==> config.mk <==
export PLATFORM = sky130hd
export DESIGN_NAME = markup_dialect_byte_translator
export DESIGN_NICKNAME = d
export VERILOG_FILES = /design/src/rtl/mdbt_pkg.sv /design/src/rtl/mdbt_xlate.sv /design/src/rtl/markup_dialect_byte_translator.sv
export SDC_FILE = /design/constraint.sdc
export NUM_CORES = 1
export LEC_CHECK = 0
export BUFFER_PORTS_ARGS = -buffer_cell sky130_fd_sc_hd__buf_2
export CELL_PAD_IN_SITES_DETAIL_PLACEMENT = 1
export CELL_PAD_IN_SITES_GLOBAL_PLACEMENT = 2
export CORE_ASPECT_RATIO = 0.7
export CORE_MARGIN = 5
export CORE_UTILIZATION = 37
export CTS_CLUSTER_SIZE = 12
export DETAILED_ROUTE_END_ITERATION = 7
export PLACE_DENSITY_LB_ADDON = 0.1
export SKIP_LAST_GASP = 1
export SLEW_MARGIN = 10
export SYNTH_ARGS = -nofsm -noshare
export SYNTH_HDL_FRONTEND = slang
export SYNTH_SLANG_ARGS = --single-unit
==> constraint.sdc <==
create_clock -name clk -period 2.5 [get_ports clk]
set_clock_uncertainty 0.05 [all_clocks]
set_input_delay 0.5 -clock clk [delete_from_list [all_inputs] [get_ports clk]]
set_output_delay 0.5 -clock clk [all_outputs]
set_load 0.03 [all_outputs]
==> src/rtl/mdbt_pkg.sv <==
// Shared constants and types for the markup dialect byte translator.
// Used by mdbt_xlate and markup_dialect_byte_translator; depends on nothing.
`default_nettype none
package mdbt_pkg;

  localparam int unsigned BYTE_W  = 8;
  localparam int unsigned MAX_OUT = 3;
  localparam int unsigned CNT_W   = $clog2(MAX_OUT + 1);

  localparam logic [BYTE_W-1:0] CH_NUL   = 8'h00;
  localparam logic [BYTE_W-1:0] CH_OPEN  = 8'h7B;
  localparam logic [BYTE_W-1:0] CH_CLOSE = 8'h7D;
  localparam logic [BYTE_W-1:0] CH_TILDE = 8'h7E;
  localparam logic [BYTE_W-1:0] CH_N     = 8'h4E;
  localparam logic [BYTE_W-1:0] CH_J     = 8'h4A;
  localparam logic [BYTE_W-1:0] CH_UNDER = 8'h5F;
  localparam logic [BYTE_W-1:0] CH_TAB   = 8'h09;
  localparam logic [BYTE_W-1:0] CH_LF    = 8'h0A;
  localparam logic [BYTE_W-1:0] CH_SPACE = 8'h20;

  // code length count, saturating
  localparam logic [1:0] CODE_NONE = 2'd0;
  localparam logic [1:0] CODE_ONE  = 2'd1;
  localparam logic [1:0] CODE_SAT  = 2'd2;

  typedef struct packed {
    logic       in_code;
    logic [1:0] code_count;
    logic       code_starts_j;
  } mdbt_state_t;

  typedef struct packed {
    logic [CNT_W-1:0]                cnt;
    logic [MAX_OUT-1:0][BYTE_W-1:0]  bytes;
  } mdbt_xlt_t;

endpackage
`default_nettype wire

==> src/rtl/mdbt_xlate.sv <==
// Combinational translation of one source byte into up to three output bytes.
// Depends on mdbt_pkg for the character codes and the state/result types.
`default_nettype none
module mdbt_xlate (
  input  wire logic [mdbt_pkg::BYTE_W-1:0] src_byte,
  input  wire mdbt_pkg::mdbt_state_t       st,
  output mdbt_pkg::mdbt_state_t            st_nxt,
  output mdbt_pkg::mdbt_xlt_t              res
);
  import mdbt_pkg::*;

  logic pad;
  logic tab;

  assign pad = (st.code_count == CODE_ONE);
  assign tab = st.code_starts_j;

  always_comb begin
    st_nxt    = st;
    res.cnt   = '0;
    res.bytes = '{default: CH_NUL};
    if (src_byte == CH_NUL) begin
      res.cnt      = CNT_W'(1);
      res.bytes[0] = CH_NUL;
      st_nxt       = '0;
    end else if (st.in_code) begin
      if (src_byte == CH_CLOSE) begin
        res.cnt = CNT_W'({1'b0, pad}) + CNT_W'({1'b0, tab});
        if (pad) begin
          res.bytes[0] = CH_SPACE;
          res.bytes[1] = CH_TAB;
        end else begin
          res.bytes[0] = CH_TAB;
        end
        st_nxt = '0;
      end else begin
        if (st.code_count == CODE_NONE) begin
          st_nxt.code_starts_j = (src_byte == CH_J);
        end
        if (st.code_count != CODE_SAT) begin
          st_nxt.code_count = st.code_count + 2'd1;
        end
        res.cnt      = CNT_W'(1);
        res.bytes[0] = src_byte;
      end
    end else begin
      case (src_byte)
        CH_OPEN: begin
          res.cnt      = CNT_W'(1);
          res.bytes[0] = CH_TILDE;
          st_nxt.in_code       = 1'b1;
          st_nxt.code_count    = CODE_NONE;
          st_nxt.code_starts_j = 1'b0;
        end
        CH_LF: begin
          res.cnt      = CNT_W'(3);
          res.bytes[0] = CH_TILDE;
          res.bytes[1] = CH_N;
          res.bytes[2] = CH_SPACE;
        end
        CH_TAB: begin
          res.cnt = '0;
        end
        CH_SPACE: begin
          res.cnt      = CNT_W'(1);
          res.bytes[0] = CH_UNDER;
        end
        default: begin
          res.cnt      = CNT_W'(1);
          res.bytes[0] = src_byte;
        end
      endcase
    end
  end

endmodule
`default_nettype wire

==> src/rtl/markup_dialect_byte_translator.sv <==
// Markup dialect byte translator: rewrites brace markup into the tilde dialect,
// one source byte per request. An accepted byte sits in an input register; it is
// translated in one pass and its results (zero to three bytes) are loaded into a
// short output queue that drains one byte per cycle unless out_stall is high.
// With one result or none per byte, a steady stream runs at one request per
// cycle while out_stall is low. A newline (three results) or a closing brace
// with pad and tab (two) holds the input while the queue drains. out_last marks
// the final byte produced by each source byte. Depends on mdbt_pkg, mdbt_xlate.
`default_nettype none
module markup_dialect_byte_translator (
  input  wire logic                        clk,
  input  wire logic                        rst_n,
  input  wire logic                        in_valid,
  output logic                             in_stall,
  input  wire logic [mdbt_pkg::BYTE_W-1:0] in_byte,
  output logic                             out_valid,
  input  wire logic                        out_stall,
  output logic [mdbt_pkg::BYTE_W-1:0]      out_byte,
  output logic                             out_last
);
  import mdbt_pkg::*;

  logic                           in_v_r, in_v_nxt;
  logic [BYTE_W-1:0]              in_b_r;
  mdbt_state_t                    st_r, st_nxt;
  mdbt_xlt_t                      xlt;
  logic [CNT_W-1:0]               n_r, n_nxt;
  logic [MAX_OUT-1:0][BYTE_W-1:0] q_r, q_nxt;
  logic                           take;
  logic                           load;
  logic                           accept;

  mdbt_xlate u_xlate (
    .src_byte (in_b_r),
    .st       (st_r),
    .st_nxt   (st_nxt),
    .res      (xlt)
  );

  assign out_valid = (n_r != '0);
  assign out_byte  = q_r[0];
  assign out_last  = (n_r == CNT_W'(1));
  assign take      = out_valid && !out_stall;
  // queue is empty now, or its last byte leaves this cycle
  assign load      = in_v_r && ((n_r == '0) || (out_last && take));
  assign in_stall  = in_v_r && !load;
  assign accept    = in_valid && !in_stall;

  always_comb begin
    in_v_nxt = in_v_r;
    if (accept) begin
      in_v_nxt = 1'b1;
    end else if (load) begin
      in_v_nxt = 1'b0;
    end
  end

  always_comb begin
    n_nxt = n_r;
    q_nxt = q_r;
    if (load) begin
      n_nxt = xlt.cnt;
      q_nxt = xlt.bytes;
    end else if (take) begin
      n_nxt = n_r - CNT_W'(1);
      for (int i = 0; i < MAX_OUT - 1; i++) begin
        q_nxt[i] = q_r[i+1];
      end
    end
  end

  always_ff @(posedge clk) begin
    if (!rst_n) begin
      in_v_r <= 1'b0;
      n_r    <= '0;
      st_r   <= '0;
    end else begin
      in_v_r <= in_v_nxt;
      n_r    <= n_nxt;
      if (load) begin
        st_r <= st_nxt;
      end
    end
  end

  always_ff @(posedge clk) begin
    if (accept) begin
      in_b_r <= in_byte;
    end
    q_r <= q_nxt;
  end

  // a zero byte clears the markup state
  a_nul_clears: assert property (@(posedge clk) disable iff (!rst_n)
    (load && in_b_r == CH_NUL) |=> (st_r == '0))
    else $error("state not cleared after message end");

  // outside a code the count and J flag stay clear
  a_idle_state: assert property (@(posedge clk) disable iff (!rst_n)
    !st_r.in_code |-> (st_r.code_count == CODE_NONE && !st_r.code_starts_j))
    else $error("stale code state outside markup");

  a_count_sat: assert property (@(posedge clk) disable iff (!rst_n)
    st_r.code_count != 2'd3)
    else $error("code count past saturation");

  // queue never overflows its three entries
  a_queue_depth: assert property (@(posedge clk) disable iff (!rst_n)
    load |=> (n_r <= CNT_W'(MAX_OUT)))
    else $error("output queue overfilled");

endmodule
`default_nettype wire

Word level (Yosys, flattened, before mapping) --
Index checks and enable logic that the tools add are counted. W data, S select, Z words.
Cells by class: add/subtract/negate cells 3, eq/ne operators 11, muxes and demuxes 26, reductions and logical operators 20
Operators by type and width (number):
- $mux W16 | 3
- $eq A8 B7 Y1 const B | 3
- $mux W8 | 3
- $pmux W8 S3 | 1
- $mux W4 | 5
- $eq A8 B4 Y1 const B | 2
- $mux W14 | 1
- $mux W2 | 6
- $eq A8 B6 Y1 const B | 1
- $logic_not A8 Y1 | 1
- $ne A4 B1 Y1 const B | 2
- $mux W6 | 1
- $reduce_and A3 Y1 | 2
- $reduce_bool A2 Y1 | 3
- $logic_and A1 B1 Y1 | 5
- $eq A2 B1 Y1 const B | 2
- $logic_not A2 Y1 | 2
- $mux W1 | 4
- $pmux W2 S2 | 1
- $reduce_or A2 Y1 | 2
- $logic_not A1 Y1 | 3
- $mux W3 | 1
- $reduce_bool A3 Y1 | 1
- $add A1 B1 Y2 | 1
- other kinds (4) | 4
Storage, ports and cells: register bits after elaboration 39, bits of input ports 12, output and inout bits 11, word-level logic and storage cells 69

Logic depth before layout (Yosys ltp) --
Gate-level depths: netlist (run 1).
word-level depth 10, mapped depth 7, mapped depth without buffers 7

By module --
A second synthesis (run 1) with hierarchy kept.
Second synthesis, totals: cells, all modules 218, area, all modules 2172.1 µm²
By module, submodules not included:
- markup_dialect_byte_translator | instances 1, cells an instance 131, area an instance 1596.5 µm², seq. area each 1101.1 µm²
- mdbt_xlate | instances 1, cells an instance 87, area an instance 575.6 µm², seq. area each 0.0 µm²

Least setup slack after synthesis (run 1) --
Ideal clock, no wire load.
path type register -> register, from register n_r[1], to register in_b_r[0] (enable), setup time 0.337 ns, arrival 2.007 ns, required time 2.113 ns, path slack 0.107 ns, stages on the path, launching flop included 6, path buffers 0, period minus slack after synthesis 2.393 ns, cells stage by stage dfxtp_1 inv_1 ha_1 and2b_2 nor3_1 nor2b_1
Between the ends: elaborated cells on any way between the ends 11, those cells by class eq/ne: 1; reduce/logical: 10
RTL lines:
- start, declared | RTL line markup_dialect_byte_translator.sv:27 | logic [CNT_W-1:0] n_r, n_nxt;
- start signal, assigned | RTL line markup_dialect_byte_translator.sv:79 | n_r <= n_nxt;
- $eq A2 B1 Y1 | RTL line markup_dialect_byte_translator.sv:42 | assign out_last = (n_r == CNT_W'(1));
- named net out_last | RTL line markup_dialect_byte_translator.sv:19 | output logic out_last
- $logic_and A1 B1 Y1 | RTL line markup_dialect_byte_translator.sv:45 | assign load = in_v_r && ((n_r == '0) || (out_last && take));
- $logic_or A1 B1 Y1 | RTL line markup_dialect_byte_translator.sv:45
- $logic_and A1 B1 Y1 | RTL line markup_dialect_byte_translator.sv:45
- $logic_not A1 Y1 | RTL line markup_dialect_byte_translator.sv:46 | assign in_stall = in_v_r && !load;
- $logic_and A1 B1 Y1 | RTL line markup_dialect_byte_translator.sv:46
- named net in_stall | RTL line markup_dialect_byte_translator.sv:14 | output logic in_stall,
- $logic_not A1 Y1 | RTL line markup_dialect_byte_translator.sv:47 | assign accept = in_valid && !in_stall;
- $logic_and A1 B1 Y1 | RTL line markup_dialect_byte_translator.sv:47
- named net accept | RTL line markup_dialect_byte_translator.sv:31 | logic accept;
- end signal, assigned | RTL line markup_dialect_byte_translator.sv:88 | in_b_r <= in_byte;
- end, declared | RTL line markup_dialect_byte_translator.sv:24 | logic [BYTE_W-1:0] in_b_r;
The timed path passes the listed nets, and every way through them passes these cells. A chain may end at the register's enable or synchronous reset.

==> flow_metrics.tcl, run 1 <==
set metrics [dict create \
    status "completed" \
    grt_start_max_net_pins 17 \
    yosysWarningCount 0 \
    overflow 0 \
    synthTopCellsByCount "edfxtp_1, inv_1, nand2_1" \
    numPortBuffers 22 \
    worstPathArrival_ns 2.20 \
    yosysMostFrequentCell "edfxtp_1" \
    p_leak_nw 0.656 \
    slew_violations 0 \
    p_per_area_nw_per_um2 662 \
    syn_avg_cell_area_um2 11.3 \
    final-setup-viol-count 0 \
    drt_pass1_iterations 4 \
    wirelength_mm 3.68 \
    core_area_um2 4020 \
    drt_iter0_drc 61 \
    nNetsFinal 178 \
    finalHoldViolCount 0 \
    diodes 0 \
    fin_crit_ns 2.25 \
    avgViaCountPerCell 5.49 \
    cts.sinks 28 \
    ant_nets 0 \
    startpoint_type "flop" \
    root_buffer "clkbuf_8" \
    fmax_mhz 445 \
    gp_congestion 0.830 \
    areaGrowthSynthToFinish_pct 10.2 \
    synth_edf_count 21 \
    syn_nets 158 \
    ys_ff_latch 28 \
    rows 19 \
    cp-end-kind "flop" \
    required_ns 2.46 \
    dieArea_um2 5690 \
    netlist_area_um2 1580 \
    cts_tree "yes" \
    final.fill_count 447 \
    timing.final.crit_share_pct 89.8 \
    insertion_delay_ns 0.28 \
    numCtsBuffers 3 \
    max-cap-violations 0 \
    syn-instance-count 140 \
    initial_utilization_pct 39.2 \
    max_slew_margin_pct 50.1 \
    drcViolationCount 0 \
    grt_pass1_wl_mm 6.20 \
    drive_above_1_share_pct 25.8 \
    hp-class "input port to flop" \
    ys_seq_area_share_pct 48.9 \
    synth_area_leader_cell "edfxtp_1" \
    die_w_um 88.0 \
    antenna_found_initial 0 \
    io-pin-count 23 \
    vias 1158 \
    ys_types 50 \
    worstSetupPathType "flop to flop" \
    dp_hpwl_mm 2.87 \
    async_reset_ff_share_pct 0 \
    fin_total_pwr_w 0.00115 \
    yosysTopAreaCellShare_pct 40.0 \
    worst_slew_pin_slew_ns 0.748 \
    wl_per_cell_um 17.4 \
    first_global_vias 1214 \
    peakVddDrop_mv 0.396 \
    cts.clk_slew.worst_paths_ns 0.10 \
    cts_buffer_depth 2 \
    cts_max_level 1 \
    synthFlopType "edfxtp_1" \
    postCtsSetupBuffers 0 \
    cts_resized 0 \
    ctsHoldBuffers 0 \
    crit_fanout 7 \
    fin_setup_tns_ns 0 \
    grt_usage_pct 14.1 \
    rsz0062_at_grt "no" \
    die_y_um 64.6 \
    ys_top_cells_by_area "edfxtp_1, dfxtp_1, ha_1" \
]
-- through the flow --
step / utilization [%] / worst slack [ns] / instances / area (µm²) / hold WS (ns)
finish: 43.2 / 0.255 / 211 / 1740 / 0.341
global route: 43.2 / 0.210 / 211 / 1740 / 0.330
CTS: 43.2 / 0.268 / 211 / 1740 / 0.336
detailed placement: 42.1 / 0.291 / 207 / 1690 / 0.461
global placement: 42.1 / 0.397 / 207 / 1690 / 0.468
floorplan: - / 0.107 / 140 / 1580 / 0.414
-- path summary, 6_finish.rpt --
kind	startpoint	end	slack, ns	depth (start not counted)
max reg2reg	in_b_r[4]	out_byte[6]	0.25	4
max	in_b_r[4]	out_byte[6]	0.25	4
min	in_byte[7]	in_b_r[7]	0.34	1
min reg2reg	st_r[0]	st_r[0]	0.48	2
-- placed cells by master, fill, tap and decap left out, types with 2 or more instances in the layout --
| cell type | count |
|---|---|
| buf_4 | 4 |
| a21oi_1 | 3 |
| ha_1 | 6 |
| nor2_1 | 3 |
| nand3_1 | 3 |
| clkbuf_8 | 3 |
| and3_1 | 2 |
| o21ai_0 | 7 |
| o21a_1 | 3 |
| mux2i_1 | 2 |
| inv_1 | 15 |
| or3_1 | 3 |
| nor3_1 | 3 |
| dfxtp_1 | 7 |
| a211oi_1 | 2 |
| o221ai_1 | 4 |
| edfxtp_1 | 21 |
| nand4b_1 | 3 |
| or2_2 | 2 |
| and2_1 | 2 |
| buf_2 | 22 |
| nand2_1 | 9 |
| a22oi_1 | 2 |
-- where the power goes --
| part | internal [W] | switching [W] |
|---|---|---|
| Clock | 0.000111 | 0.000145 |
| Combinational | 0.0000913 | 0.000200 |
| Sequential | 0.000571 | 0.0000309 |
-- routing by layer --
| metal | routed length [µm] | GRT usage (%) | part of all wire, % | vias to the layer above |
|---|---|---|---|---|
| met4 | 10 | 2.26 | 0.27 | 0 |
| met3 | 157 | 3.54 | 4.3 | 2 |
| met5 | 0 | 0 | 0 | - |
| met1 | 1900 | 20.6 | 52 | 574 |
| met2 | 1610 | 21.5 | 44 | 22 |
| li1 | - | - | - | 560 |
-- flip-flops by register name, indices dropped and copies added (netlist names) --
register  cells
out_byte      8
n_r           2
q_r           5
in_v_r        1
in_b_r        8
st_r          4
-- critical path, cell delays in order (launching register included) --
cell and delay [ns]:
edfxtp_1 0.46, or4_1 0.74, o221a_2 0.39, nand4b_1 0.17
o221ai_1 0.17
-- area by class of cell --
cell class	count	area [µm²]	share of cell area [%]
Clock inverter	1	3.75	0.216
Sequential cell	28	771	44.4
Timing Repair Buffer	26	140	8.07
Clock buffer	3	41.3	2.38
Tap cell	52	65.1	3.75
Multi-Input combinational cell	86	659	38.0
Inverter	15	56.3	3.24
-- logic make-up after synthesis --
logic type	share of synthesized area [%]
buffers and inverters	9.29
DFF	48.9
AOI/OAI and AO/OA	17.1
adders and majority gates	4.76
and+or+nand+nor	18.7
muxes	1.27
Power figures use the tool's default switching activity.
==> run 2, diff against run 1 <==
- CORE_ASPECT_RATIO: 0.7 -> 0.8
- MAX_ROUTING_LAYER: default -> met4
==> flow_metrics.tcl, run 2 (synthesis gave the netlist of run 1 again) <==
set metrics [dict create \
    diodes 0 \
    max_slew_margin_pct 51.1 \
    worstPathArrival_ns 2.22 \
    endpoint "out_byte[5]" \
    drcViolationCount 0 \
    root_buffer "clkbuf_8" \
    hp-class "input port to flop" \
    avgViaCountPerCell 5.35 \
    overflow 0 \
    dp_hpwl_mm 2.83 \
    whs_path_depth 1 \
    postCtsSetupBuffers 0 \
    io-pin-count 23 \
    insertion_delay_ns 0.27 \
    drive_above_1_share_pct 25.8 \
    regArea_um2 771 \
    vias 1155 \
    initial_utilization_pct 38.0 \
    cts.sinks 28 \
    timing.final.crit_share_pct 90.3 \
    drt_iter0_drc 86 \
    slew_violations 0 \
    cp-startpoint "in_b_r[4]" \
    crit_fanout 7 \
    areaGrowthSynthToFinish_pct 10.6 \
    final.fill_count 491 \
    grt_pass1_wl_mm 6.04 \
    stdcell_count 216 \
    die_y_um 68.4 \
    hold_slack_ns 0.344 \
    first_global_vias 1187 \
    grt_start_max_net_pins 17 \
    cts.clk_slew.worst_paths_ns 0.09 \
    p_per_area_nw_per_um2 652 \
    dp.cells 212 \
    startpoint_type "flop" \
    cp-end-kind "flop" \
    ctsHoldBuffers 0 \
    core_area_um2 4150 \
    r2r_cells 4 \
    timing.rr.start "in_b_r[4]" \
    fmax_mhz 443 \
    numCtsBuffers 3 \
    required_ns 2.46 \
    multiInputGateArea_um2 659 \
    antenna_found_initial 0 \
    fin_setup_tns_ns 0 \
    cts_buffer_depth 2 \
    status "completed" \
    stdcell_area_um2 1740 \
    fin_crit_ns 2.26 \
    dieArea_um2 5670 \
    rsz0062_at_grt "no" \
    gp_congestion 0.803 \
    cts_tree "yes" \
    r2r_end "out_byte[5]" \
    nNetsFinal 178 \
    max-cap-violations 0 \
    numPortBuffers 22 \
    worst_slew_pin_slew_ns 0.731 \
    cts_max_level 1 \
    worstSetupPathType "flop to flop" \
    rows 21 \
    cts_resized 0 \
    layout_commonest_cell "buf_2" \
    reg2reg_slack_ns 0.24 \
    peakVddDrop_mv 0.335 \
    grt_usage_pct 13.9 \
    final_cell_mix "buf_2, edfxtp_1, inv_1" \
    placed_area_um2 1700 \
    ant_nets 0 \
    final-setup-viol-count 0 \
    drt_pass1_iterations 4 \
    finalHoldViolCount 0 \
    wirelength_mm 3.58 \
    p_leak_nw 0.656 \
    wl_per_cell_um 16.6 \
    die_w_um 83.0 \
]
## run 2: cell counts in the layout (fill, tap and decap cells not counted)
Identical to the previous run, type by type.
## run 2: critical path, cell delays in order, from the launching register on
cell	delay (ns)
edfxtp_1	0.46
or4_1	0.74
o221a_2	0.39
nand4b_1	0.18
o221ai_1	0.16
## run 2: where the power goes
| group | total (W) | internal, W | leakage, nW | switching [W] |
|---|---|---|---|---|
| clock network | 0.000249 | 0.000110 | 0.0231 | 0.000138 |
| logic | 0.000288 | 0.0000913 | 0.370 | 0.000197 |
| registers | 0.000600 | 0.000571 | 0.263 | 0.0000294 |
| total | 0.00114 | 0.000773 | 0.656 | 0.000364 |
## run 2: final cells by class
| class | instances | area share, % |
|---|---|---|
| Sequential cell | 28 | 44.2 |
| Multi-Input combinational cell | 86 | 37.8 |
| Timing Repair Buffer | 26 | 8.04 |
| Tap cell | 57 | 4.09 |
| Inverter | 15 | 3.23 |
| Clock buffer | 3 | 2.37 |
| Clock inverter | 1 | 0.215 |
## run 2: per-stage QoR
| stage | total power (W) | worst slack [ns] | utilization (%) |
|---|---|---|---|
| CTS | 0.00115 | 0.264 | 42.0 |
| floorplan | 0.000841 | 0.107 | - |
| global route | 0.00120 | 0.198 | 42.0 |
| finish | 0.00114 | 0.241 | 42.0 |
| global placement | 0.000899 | 0.396 | 40.9 |
| detailed placement | 0.000904 | 0.285 | 40.9 |
## run 2: routing by layer
| metal | track usage, % | up-vias | share of wire (%) |
|---|---|---|---|
| met1 | 18.1 | 565 | 48 |
| met3 | 3.73 | 2 | 4.8 |
| met5 | - | - | 0 |
| met2 | 22.3 | 31 | 47 |
| met4 | 2.45 | 0 | 0.36 |
| li1 | - | 557 | - |
## run 2: worst min path at each step
stage                          start         to
final                     in_byte[6]  in_b_r[6]
after global routing      in_byte[0]  in_b_r[0]
after CTS                 in_byte[2]  in_b_r[2]
after detailed placement     st_r[0]    st_r[0]
after global placement       st_r[0]    st_r[0]
after floorplan              st_r[0]    st_r[0]
